### src/design/tbc_pkg.sv
`timescale 1ns / 1ps
// ----------------------------------------------------------------------------
// tbc_pkg
// Shared constants, types and helpers of the barycentric coordinate unit.
// ----------------------------------------------------------------------------
package tbc_pkg;

   localparam int COORD_WIDTH_DEF = 16;
   localparam int FRAC_BITS_DEF   = 16;
   localparam int RES_WIDTH       = 32;

   // Sideband that travels down the divider chain with each item
   typedef struct packed {
      logic neg_a;
      logic neg_b;
      logic ovf_a;
      logic ovf_b;
      logic degen;
   } ctrl_type;

   // Apply sign to a quotient magnitude (or 2^32 on overflow), saturate to 32 bits
   function automatic logic signed [RES_WIDTH-1:0] sign_sat(
      input logic [RES_WIDTH-1:0] q,
      input logic                 neg,
      input logic                 ovf
   );
      logic [RES_WIDTH+1:0]        mag;
      logic signed [RES_WIDTH+1:0] val;
      logic signed [RES_WIDTH+1:0] lim_hi;
      logic signed [RES_WIDTH+1:0] lim_lo;
      mag    = ovf ? ((RES_WIDTH+2)'(1) << RES_WIDTH) : {2'b00, q};
      val    = neg ? -$signed(mag) : $signed(mag);
      lim_hi = (RES_WIDTH+2)'(signed'({1'b0, {(RES_WIDTH-1){1'b1}}}));
      lim_lo = -((RES_WIDTH+2)'(signed'(1)) <<< (RES_WIDTH-1));
      if (val > lim_hi)      sign_sat = lim_hi[RES_WIDTH-1:0];
      else if (val < lim_lo) sign_sat = lim_lo[RES_WIDTH-1:0];
      else                   sign_sat = val[RES_WIDTH-1:0];
   endfunction

endpackage

### src/design/tbc_div_cell.sv
`timescale 1ns / 1ps
// ----------------------------------------------------------------------------
// tbc_div_cell
// One restoring division step for both weights; resolves quotient bit BIT.
// ----------------------------------------------------------------------------
module tbc_div_cell import tbc_pkg::*; #(
   parameter int MW  = 35,
   parameter int FB  = FRAC_BITS_DEF,
   parameter int BIT = 0
) (
   input  logic                 clock,
   input  logic                 reset,
   input  logic                 in_valid,
   output logic                 in_ready,
   input  logic [MW+FB-1:0]     in_rem_a,
   input  logic [MW+FB-1:0]     in_rem_b,
   input  logic [MW-1:0]        in_den,
   input  logic [RES_WIDTH-1:0] in_q_a,
   input  logic [RES_WIDTH-1:0] in_q_b,
   input  ctrl_type             in_ctrl,
   output logic                 out_valid,
   input  logic                 out_ready,
   output logic [MW+FB-1:0]     out_rem_a,
   output logic [MW+FB-1:0]     out_rem_b,
   output logic [MW-1:0]        out_den,
   output logic [RES_WIDTH-1:0] out_q_a,
   output logic [RES_WIDTH-1:0] out_q_b,
   output ctrl_type             out_ctrl
);

   localparam int W = MW + FB;

   logic                 v_ff;
   logic [W-1:0]         rem_a_ff, rem_b_ff, rem_a_in, rem_b_in;
   logic [MW-1:0]        den_ff;
   logic [RES_WIDTH-1:0] q_a_ff, q_b_ff, q_a_in, q_b_in;
   ctrl_type             ctrl_ff;
   logic [W-1:0]         den_w;
   logic                 ge_a, ge_b;

   assign in_ready = !v_ff || out_ready;

   always_ff @(posedge clock) begin
      if (reset) v_ff <= 1'b0;
      else if (in_ready) v_ff <= in_valid;
   end

   // trial subtract of den * 2^BIT
   always_comb begin
      den_w    = W'(in_den);
      ge_a     = (in_rem_a >> BIT) >= den_w;
      ge_b     = (in_rem_b >> BIT) >= den_w;
      rem_a_in = ge_a ? in_rem_a - (den_w << BIT) : in_rem_a;
      rem_b_in = ge_b ? in_rem_b - (den_w << BIT) : in_rem_b;
      q_a_in   = in_q_a;
      q_b_in   = in_q_b;
      q_a_in[BIT] = ge_a;
      q_b_in[BIT] = ge_b;
   end

   always_ff @(posedge clock) begin
      if (in_ready) begin
         rem_a_ff <= rem_a_in;
         rem_b_ff <= rem_b_in;
         den_ff   <= in_den;
         q_a_ff   <= q_a_in;
         q_b_ff   <= q_b_in;
         ctrl_ff  <= in_ctrl;
      end
   end

   assign out_valid = v_ff;
   assign out_rem_a = rem_a_ff;
   assign out_rem_b = rem_b_ff;
   assign out_den   = den_ff;
   assign out_q_a   = q_a_ff;
   assign out_q_b   = q_b_ff;
   assign out_ctrl  = ctrl_ff;

endmodule

### config.mk
export PLATFORM = sky130hd
export DESIGN_NAME = tbc_div_cell
export DESIGN_NICKNAME = d
export VERILOG_FILES = /design/src/design/tbc_pkg.sv /design/src/design/tbc_div_cell.sv
export SDC_FILE = /design/constraint.sdc
export NUM_CORES = 1
export LEC_CHECK = 0
export BUFFER_PORTS_ARGS = -buffer_cell sky130_fd_sc_hd__buf_2
export CAP_MARGIN = 40
export CORE_UTILIZATION = 40
export CTS_CLUSTER_SIZE = 12
export DETAILED_ROUTE_END_ITERATION = 8
export HOLD_SLACK_MARGIN = 0.06
export PLACE_DENSITY = 0.66
export SLEW_MARGIN = 10
export SYNTH_ARGS = -nofsm -noshare
export SYNTH_HDL_FRONTEND = slang
export SYNTH_SLANG_ARGS = --single-unit
### constraint.sdc
create_clock -name clock -period 6.5 [get_ports clock]
set_input_delay 0.325 -clock clock [delete_from_list [all_inputs] [get_ports clock]]
set_output_delay 0.325 -clock clock [all_outputs]
set_load 0.1 [all_outputs]
After elaboration in Yosys (flattened, before gate mapping)
Cells that the tools add are included.
Storage, ports and cells
  register bits after elaboration: 207
  output and inout bits: 208
Cells by class
  $add $sub $neg: 2
  order comparisons: 2
  mux-type cells: 2
  reduce and logical (&&, ||, !) cells: 2
Operators by type and width (count)
  >= comparator 51 x 35 -> 1 bit: 2
  two-way mux 51 bit: 2
  subtractor 51 x 35 -> 51 bit: 2
  zero test 1 bit: 1
  logical OR 1 bit: 1

Longest topological paths before layout
Gate-level depths: netlist of the first run.
  depth in word-level cells: 2
  mapped depth: 15
  depth with buffers taken out: 12

Worst setup path after synthesis of the first run
No wires, ideal clock.
  kind: reg-to-reg
  start point: register v_ff, in the netlist out_valid
  end point: register ctrl_ff, in the netlist out_ctrl[0] (enable)
  setup time: 1.873 ns
  data arrival time: 5.278 ns
  data required time: 4.627 ns
  setup slack: -0.651 ns
  stages on the path, launching flop included: 2
  buffers on the path: 0
  path through: dfxtp_1 -> nand2b_1
On the way
  cells in the longest elaborated chain, start to end: 2
RTL lines
  start, declared: line tbc_div_cell.sv:33  | logic v_ff;
  start signal, assigned: line tbc_div_cell.sv:45  | else if (in_ready) v_ff <= in_valid;
  zero test 1 bit: line tbc_div_cell.sv:41  | assign in_ready = !v_ff || out_ready;
  logical OR 1 bit: line tbc_div_cell.sv:41
  named net in_ready: line tbc_div_cell.sv:14  | output logic in_ready,
  end signal, assigned: line tbc_div_cell.sv:68  | ctrl_ff <= in_ctrl;
  end, declared: line tbc_div_cell.sv:37  | ctrl_type ctrl_ff;
The timed path passes the listed nets, and every way through them passes these cells.
A chain may end at the register's enable or synchronous reset.

Worst setup path in the final report of the first run
  start point: input port in_den[9]
  end point: register rem_b_ff[47], in the netlist out_rem_b[47], data pin
On the way
  cells in the longest elaborated chain, start to end: 2
  elaborated cells on any way between the ends: 3
  classes of those cells: add/sub: 1; order compare: 1; mux: 1
RTL lines
  start, declared: line tbc_div_cell.sv:17  | input logic [MW-1:0] in_den,
  subtractor 51 x 35 -> 51 bit / >= comparator 51 x 35 -> 1 bit (equally long branches): line tbc_div_cell.sv:54, tbc_div_cell.sv:52
  two-way mux 51 bit *: line tbc_div_cell.sv:54  | rem_b_in = ge_b ? in_rem_b - (den_w << BIT) : in_rem_b;
  named net rem_b_in[47]: line tbc_div_cell.sv:34  | logic [W-1:0] rem_a_ff, rem_b_ff, rem_a_in, rem_b_in;
  end signal, assigned: line tbc_div_cell.sv:64  | rem_b_ff <= rem_b_in;
  end, declared: line tbc_div_cell.sv:34
The timed path passes the listed nets; every way through them passes the cells marked *.

==> summary.md, run 1 <==
| Metric | Value |
|---|---|
| Fmax | `~240 MHz` |
| Clock network power share | `0.275` |
| CTS Buffer Depth | `3` |
| Setup Skew | `~0.006 ns` |
| CP startpoint kind | `input pin` |
| Synth warn | `0` |
| CTS tree | `yes` |
| Die X-Extent | `175 um` |
| Drt pass-1 iters | `5` |
| Setup bufs post-CTS | `0` |
| Design Area, Final | `~0.016 mm2` |
| Period utilization | `0.639` |
| FF-to-FF End | `out_rem_a[30]$_DFFE_PP_` |
| FF-to-FF path depth | `3` |
| Chip height | `approximately 180 um` |
| Synth Register Bits | `207` |
| Setup tns final | `0 ns` |
| Die area | `roughly 0.031 mm2` |
| Post-Route WL | `between 40,000 and 50,000 um` |
| Post-route ant nets | `0` |
| Vias in the first global route | `approximately 11,000` |
| Post-synthesis sequential area ratio | `0.518` |
| Core area | `0.0296 mm2` |
| Avg WL per Cell | `slightly below 20 um` |
| Clock sinks | `slightly above 200` |
| Via density | `roughly 5.3` |
| Final Util | `0.551` |
| Post-synth cell types | `71` |
| Crit end category | `flop` |
| First-pass GRT wire length | `about 60,000 um` |
| Syn_area_per_cell | `10.7 um2` |
| Root Driver | `clkbuf_16` |
| CTS buffer count | `25` |
| DRT iter0 DRCs | `between 600 and 700` |
| HP Class | `in2reg` |
| Post-synth EDFFs | `about 210` |
| Sequential Power Share | `0.331` |
| Critical-path top delay cell | `and3_1` |
| I/O pin total | `~420` |
| Total track usage | `0.254` |
| Layout area overhead | `35.9%` |
| Synth top area cells | `edfxtp_1 (52%), ha_1 (7.3%), a21oi_1 (4.6%)` |
| Mapped Area | `0.0120 mm2` |
| Top cell type's share of synthesized area | `0.516` |
| Fraction of layout cells with a size suffix above 1 | `0.293` |
| Max IR drop VDD | `~0.17 mV` |
| Comb power frac | `0.394` |
| Worst EP arrival | `around 4.4 ns` |
| GRT overflow | `0` |
| R2R Setup Slk | `~4.7 ns` |
| Post-Syn Nets | `around 1,400` |
| Slew Limit Fails | `0` |
| Req. time, crit path | `around 6.8 ns` |
| Fin. Hold Viols | `0` |
| Most frequent cell after synthesis | `edfxtp_1` |
| DP HPWL | `31,000 um` |
| Status | `completed` |
| Layout Nets | `1,908` |
| Min-Delay Endpoint | `out_valid$_SDFFE_PP0P_` |
| Min Tclk post-route | `roughly 4.2 ns` |
| IO Port Bufs | `415` |
| Sw Share | `0.436` |
| Sw power | `approximately 2.2 mW` |
| Power Density | `approximately 320 mW/mm2` |
| CP most frequent cell | `o21ai_0` |
| Worst-Skew Late Latency | `between 0.5 and 0.6 ns` |
| LEAKAGE | `around 7.0 nW` |
| Final RePlAce weighted congestion | `just over 0.9` |
| Initial Util | `0.406` |
| Post-CTS resize count | `0` |
| Setup Viol. Count Final | `0` |
| H-tree levels | `1` |
| Cells after Synth | `between 1,000 and 1,500` |
| CP max stage delay | `0.71 ns` |
| Cells along the critical path | `dlygate4sd3_1 -> buf_2 -> inv_1 -> ha_1 -> o21ai_0 -> o21ai_0 -> nor2b_1 -> o21ai_0 -> a211o_1 -> and3_1 -> clkinv_1 -> buf_4 -> o2111ai_1 -> xnor2_1` |
| CP Max Fanout | `65` |
| Vias | `10,800` |
| Drc violations | `0` |
| Post-synth top cells | `edfxtp_1 (206), a21oi_1 (111), nand2_1 (101), nor2_1 (77)` |
| Post-synth top area cell | `edfxtp_1` |
| Max-cap violations | `0` |
| Hold path startpoint | `in_valid` |
| Pin count of the biggest net entering global routing | `66` |
| Initial antenna violation count | `9` |
| Least-Margin Pin Slew | `between 0.8 and 0.9 ns` |
| Cell row count | `63` |
| Most used DFF post-synth | `edfxtp_1` |
| RSZ-0062 raised after global routing | `false` |
| Pint | `~2.9 mW` |
| Slew HR | `0.435` |
| WS Path Type | `in2reg` |
| Worst Hold Depth | `3` |
| Worst R2R Start | `out_valid$_SDFFE_PP0P_` |
| Placed cell areas | `~0.014 mm2` |
| Clock transition at path regs | `about 0.06 ns` |
| Synth async-reset ratio | `0` |
[area by class of cell]
class	instances	area (um2)
Multi-Input combinational cell	808	5360
Timing Repair Buffer	527	3200
Tap cell	390	488
Fill cell	2619	13300
Clock buffer	30	664
Clock inverter	13	149
Inverter	57	216
Antenna cell	7	17.5
Sequential cell	207	6210
[what timing repair did]
item,CTS,global route
endpoints found under the setup margin,0,0
hold buffers,103,0
hold endpoints to repair,103,0
[per-stage QoR]
| step | power, mW | setup WS [ns] | hold WS [ns] | std cells |
|---|---|---|---|---|
| finish | 5.16 | 2.34 | 0.0701 | 2039 |
| floorplan | 3.33 | 1.95 | 0.394 | 1121 |
| detailed placement | 3.71 | 2.42 | 0.483 | 1886 |
| global route | 5.32 | 2.05 | 0.0646 | 2035 |
| CTS | 5.18 | 2.42 | 0.0625 | 2032 |
| global placement | 3.70 | 2.46 | 0.481 | 1885 |
[power groups by stage]
stage | clock network (mW) | registers, mW | logic, mW
2_1_floorplan | 0 | 2.90 | 0.425
3_3_place_gp | 0 | 1.73 | 1.97
3_5_place_dp | 0 | 1.73 | 1.97
4_1_cts | 1.45 | 1.71 | 2.03
5_1_grt | 1.49 | 1.72 | 2.11
6_report | 1.42 | 1.71 | 2.03
[layout by cell type, fill, tap and decap left out, types with 50 or more instances in the layout]
master / netlist / layout
xor2_1: 50 / 50
o21ai_0: 70 / 70
dlygate4sd3_1: 0 / 103
inv_1: 56 / 55
nor2_1: 77 / 77
ha_1: 70 / 70
edfxtp_1: 206 / 206
nand2_1: 101 / 101
buf_2: 10 / 415
a21oi_1: 111 / 111
[how the worst max path moves through the flow]
stage                                      start  slack (ns)                 endpoint
after floorplan           out_valid$_SDFFE_PP0P_        1.95    out_ctrl[0]$_DFFE_PP_
after global placement                 in_den[5]        2.46  out_rem_b[47]$_DFFE_PP_
after detailed placement               in_den[5]        2.42  out_rem_b[47]$_DFFE_PP_
after CTS                              in_den[5]        2.42  out_rem_b[47]$_DFFE_PP_
after global routing                   in_den[0]        2.05  out_rem_a[48]$_DFFE_PP_
final                                  in_den[9]        2.34  out_rem_b[47]$_DFFE_PP_
[kinds of logic after synthesis]
family	Yosys count	share of synthesized area
xor+xnor	96	0.0701
compound gates	303	0.157
fa+ha+maj	72	0.0764
buf+inv	106	0.0365
mux	4	0.00386
simple gates	333	0.138
flops	207	0.518
[flip-flops by register name, summed over array words and instances (netlist names)]
name       count
out_ctrl       5
out_den       35
out_q_a       32
out_q_b       32
out_rem_a     51
out_rem_b     51
out_valid      1
[critical path: cells and delay by family]
kind            cells  cell delay (ns)
fa+ha+maj           1             0.30
simple gates        2             0.91
compound gates      5             1.41
xor+xnor            1             0.12
buf+inv             5             1.31
[metal layers]
layer | track usage | vias to the layer above | share of wire
met5 | 0 | - | 0.00062
met4 | 0.112 | 4 | 0.039
met3 | 0.0509 | 85 | 0.072
met2 | 0.449 | 442 | 0.49
met1 | 0.298 | 5069 | 0.39
li1 | - | 5227 | -
(Power assumes the default switching activity.)
==> run 2: changes to the inputs <==
--- a/config.mk
+++ b/config.mk
@@ -11,7 +11,7 @@
 export CTS_CLUSTER_SIZE = 12
 export DETAILED_ROUTE_END_ITERATION = 8
 export HOLD_SLACK_MARGIN = 0.06
-export PLACE_DENSITY = 0.66
+export PLACE_DENSITY = 0.69
 export SLEW_MARGIN = 10
 export SYNTH_ARGS = -nofsm -noshare
 export SYNTH_HDL_FRONTEND = slang
==> constraint.sdc (replaced) <==
create_clock -name clock -period 3.5 [get_ports clock]
set_input_delay 0.175 -clock clock [delete_from_list [all_inputs] [get_ports clock]]
set_output_delay 0.175 -clock clock [all_outputs]
set_load 0.1 [all_outputs]
==> summary.md, run 2 (same netlist as run 1, synthesis figures left out) <==
| Metric | Value |
|---|---|
| Clock network power share | `0.256` |
| Crit path from | `in_den[0]` |
| Cells along the critical path | `dlygate4sd3_1 -> buf_2 -> ha_1 -> inv_1 -> fa_1 -> a211oi_1 -> o21bai_1 -> o311ai_1 -> buf_4 -> a21oi_1 -> a2111oi_1 -> buf_4 -> nor3_2 -> nor4_1 -> xor2_1` |
| Post-Route WL | `~42,000 um` |
| H-tree levels | `1` |
| Sequential Power Share | `0.334` |
| Layout Nets | `2,038` |
| Worst EP arrival | `approximately 3.6 ns` |
| HP Class | `in2reg` |
| Initial antenna violation count | `0` |
| Sw Share | `0.435` |
| Worst R2R Start | `out_valid$_SDFFE_PP0P_` |
| Drc violations | `0` |
| Req. time, crit path | `3.76 ns` |
| Min Tclk post-route | `~3.3 ns` |
| Die X-Extent | `roughly 180 um` |
| Core area | `around 0.030 mm2` |
| Vias in the first global route | `about 11,000` |
| Clock transition at path regs | `0.06 ns` |
| Hold path startpoint | `in_rem_b[11]` |
| Number of diodes | `0` |
| CP Max Fanout | `4` |
| Initial Util | `0.406` |
| I/O pin total | `418` |
| Die area | `a little over 0.03 mm2` |
| Total track usage | `0.263` |
| Least-Margin Pin Slew | `0.588 ns` |
| Total Power | `roughly 9.5 mW` |
| Pint | `5.39 mW` |
| Setup Viol. Count Final | `0` |
| Status | `completed` |
| DP HPWL | `between 30,000 and 40,000 um` |
| IO Port Bufs | `about 420` |
| Chip height | `175 um` |
| CTS tree | `yes` |
| LEAKAGE | `7.55 nW` |
| Non-Filler Instances | `between 2,000 and 2,500` |
| Design Area, Final | `~0.018 mm2` |
| Fin. Hold Viols | `0` |
| Post-route ant nets | `0` |
| CTS buffer count | `24` |
| Pin count of the biggest net entering global routing | `between 70 and 80` |
| Most frequent cells in the layout | `buf_2 (415), edfxtp_1 (206), dlygate4sd3_1 (201), a21oi_1 (110), nand2_1 (101)` |
| GRT overflow | `0` |
| Setup Skew | `0.00670 ns` |
| Placed cells | `1,919` |
| Setup tns final | `0 ns` |
| Via density | `about 5.3` |
| Slew Limit Fails | `0` |
| Vias | `approximately 11,000` |
| Cell row count | `63` |
| Final RePlAce weighted congestion | `0.923` |
| CP max stage delay | `around 0.53 ns` |
| Final WS setup | `around 0.16 ns` |
| Avg WL per Cell | `between 15 and 20 um` |
| Setup Slack @ Placement | `0.0265 ns` |
| Max-cap violations | `0` |
| Power Density | `545 mW/mm2` |
| CP most frequent cell | `buf_4` |
| Clock sinks | `207` |
| Commonest non-fill, non-tap cell in the layout | `buf_2` |
| Sw power | `4.15 mW` |
| Critical-path top delay cell | `dlygate4sd3_1` |
| First-pass GRT wire length | `between 60,000 and 70,000 um` |
| Comb power frac | `0.410` |
| Fraction of layout cells with a size suffix above 1 | `0.291` |
| Placed cell areas | `~0.015 mm2` |
| Period utilization | `0.955` |
| Root Driver | `clkbuf_16` |
| Fmax | `approximately 300 MHz` |
| Max IR drop VDD | `around 0.38 mV` |
| WS Path Type | `in2reg` |
| Slew HR | `0.598` |
| Layout area overhead | `46.1%` |
| Crit end category | `flop` |
| Setup bufs post-CTS | `0` |
| CTS Buffer Depth | `3` |
| DRT iter0 DRCs | `~620` |
| Worst-Skew Late Latency | `around 0.51 ns` |
| CP startpoint kind | `input pin` |
| Drt pass-1 iters | `7` |
run 2: worst max-delay path: cells and delay by family:
family,cells,cell delay [ns]
buffers and inverters,5,1.12
adder cells (fa/ha/maj),2,0.60
AO/OA/AOI/OAI,5,1.19
AND/OR/NAND/NOR,2,0.42
XOR/XNOR,1,0.11
run 2: layout make-up:
type / instances / area [um2]
timing repair buffer: 658 / 4440
fill: 2480 / 12100
tap: 390 / 488
inverter: 57 / 216
multi-input combinational: 808 / 5400
sequential: 207 / 6210
clock buffer: 30 / 644
clock inverter: 13 / 114
run 2: worst paths after layout:
check	to	slack [ns]	cells after the start
setup / recovery	out_rem_a[40]$_DFFE_PP_	0.16	15
hold / removal	out_rem_b[11]$_DFFE_PP_	0.1	3
hold reg to reg	out_den[2]$_DFFE_PP_	0.87	1
setup reg to reg	out_valid$_SDFFE_PP0P_	1.67	4
run 2: power by group through the flow:
stage / Combinational [mW] / Sequential [mW] / Clock [mW]
after floorplan: 0.789 / 5.39 / 0
after global placement: 3.70 / 3.22 / 0
after detailed placement: 3.71 / 3.23 / 0
after CTS: 3.90 / 3.18 / 2.50
after global routing: 4.07 / 3.20 / 2.58
final: 3.91 / 3.18 / 2.44
run 2: metrics by stage:
stage / hold WS (ns) / utilization
3_5_place_dp: 0.334 / 0.497
3_3_place_gp: 0.331 / 0.497
5_1_grt: 0.0906 / 0.592
2_1_floorplan: 0.244 / -
4_1_cts: 0.0765 / 0.591
6_report: 0.0977 / 0.592
run 2: timing repair:
item                                    4_1_cts  5_1_grt
endpoints found under the setup margin        0       21
resized for setup                             0        9
endpoints found under the hold margin       200        0
hold buffers                                201        0
run 2: metal layers:
| metal | up-vias | share of wire | track usage |
|---|---|---|---|
| li1 | 5462 | - | - |
| met1 | 5369 | 0.39 | 0.311 |
| met2 | 472 | 0.51 | 0.478 |
| met3 | 80 | 0.065 | 0.0450 |
| met4 | 0 | 0.033 | 0.0902 |
| met5 | - | 0 | 0 |
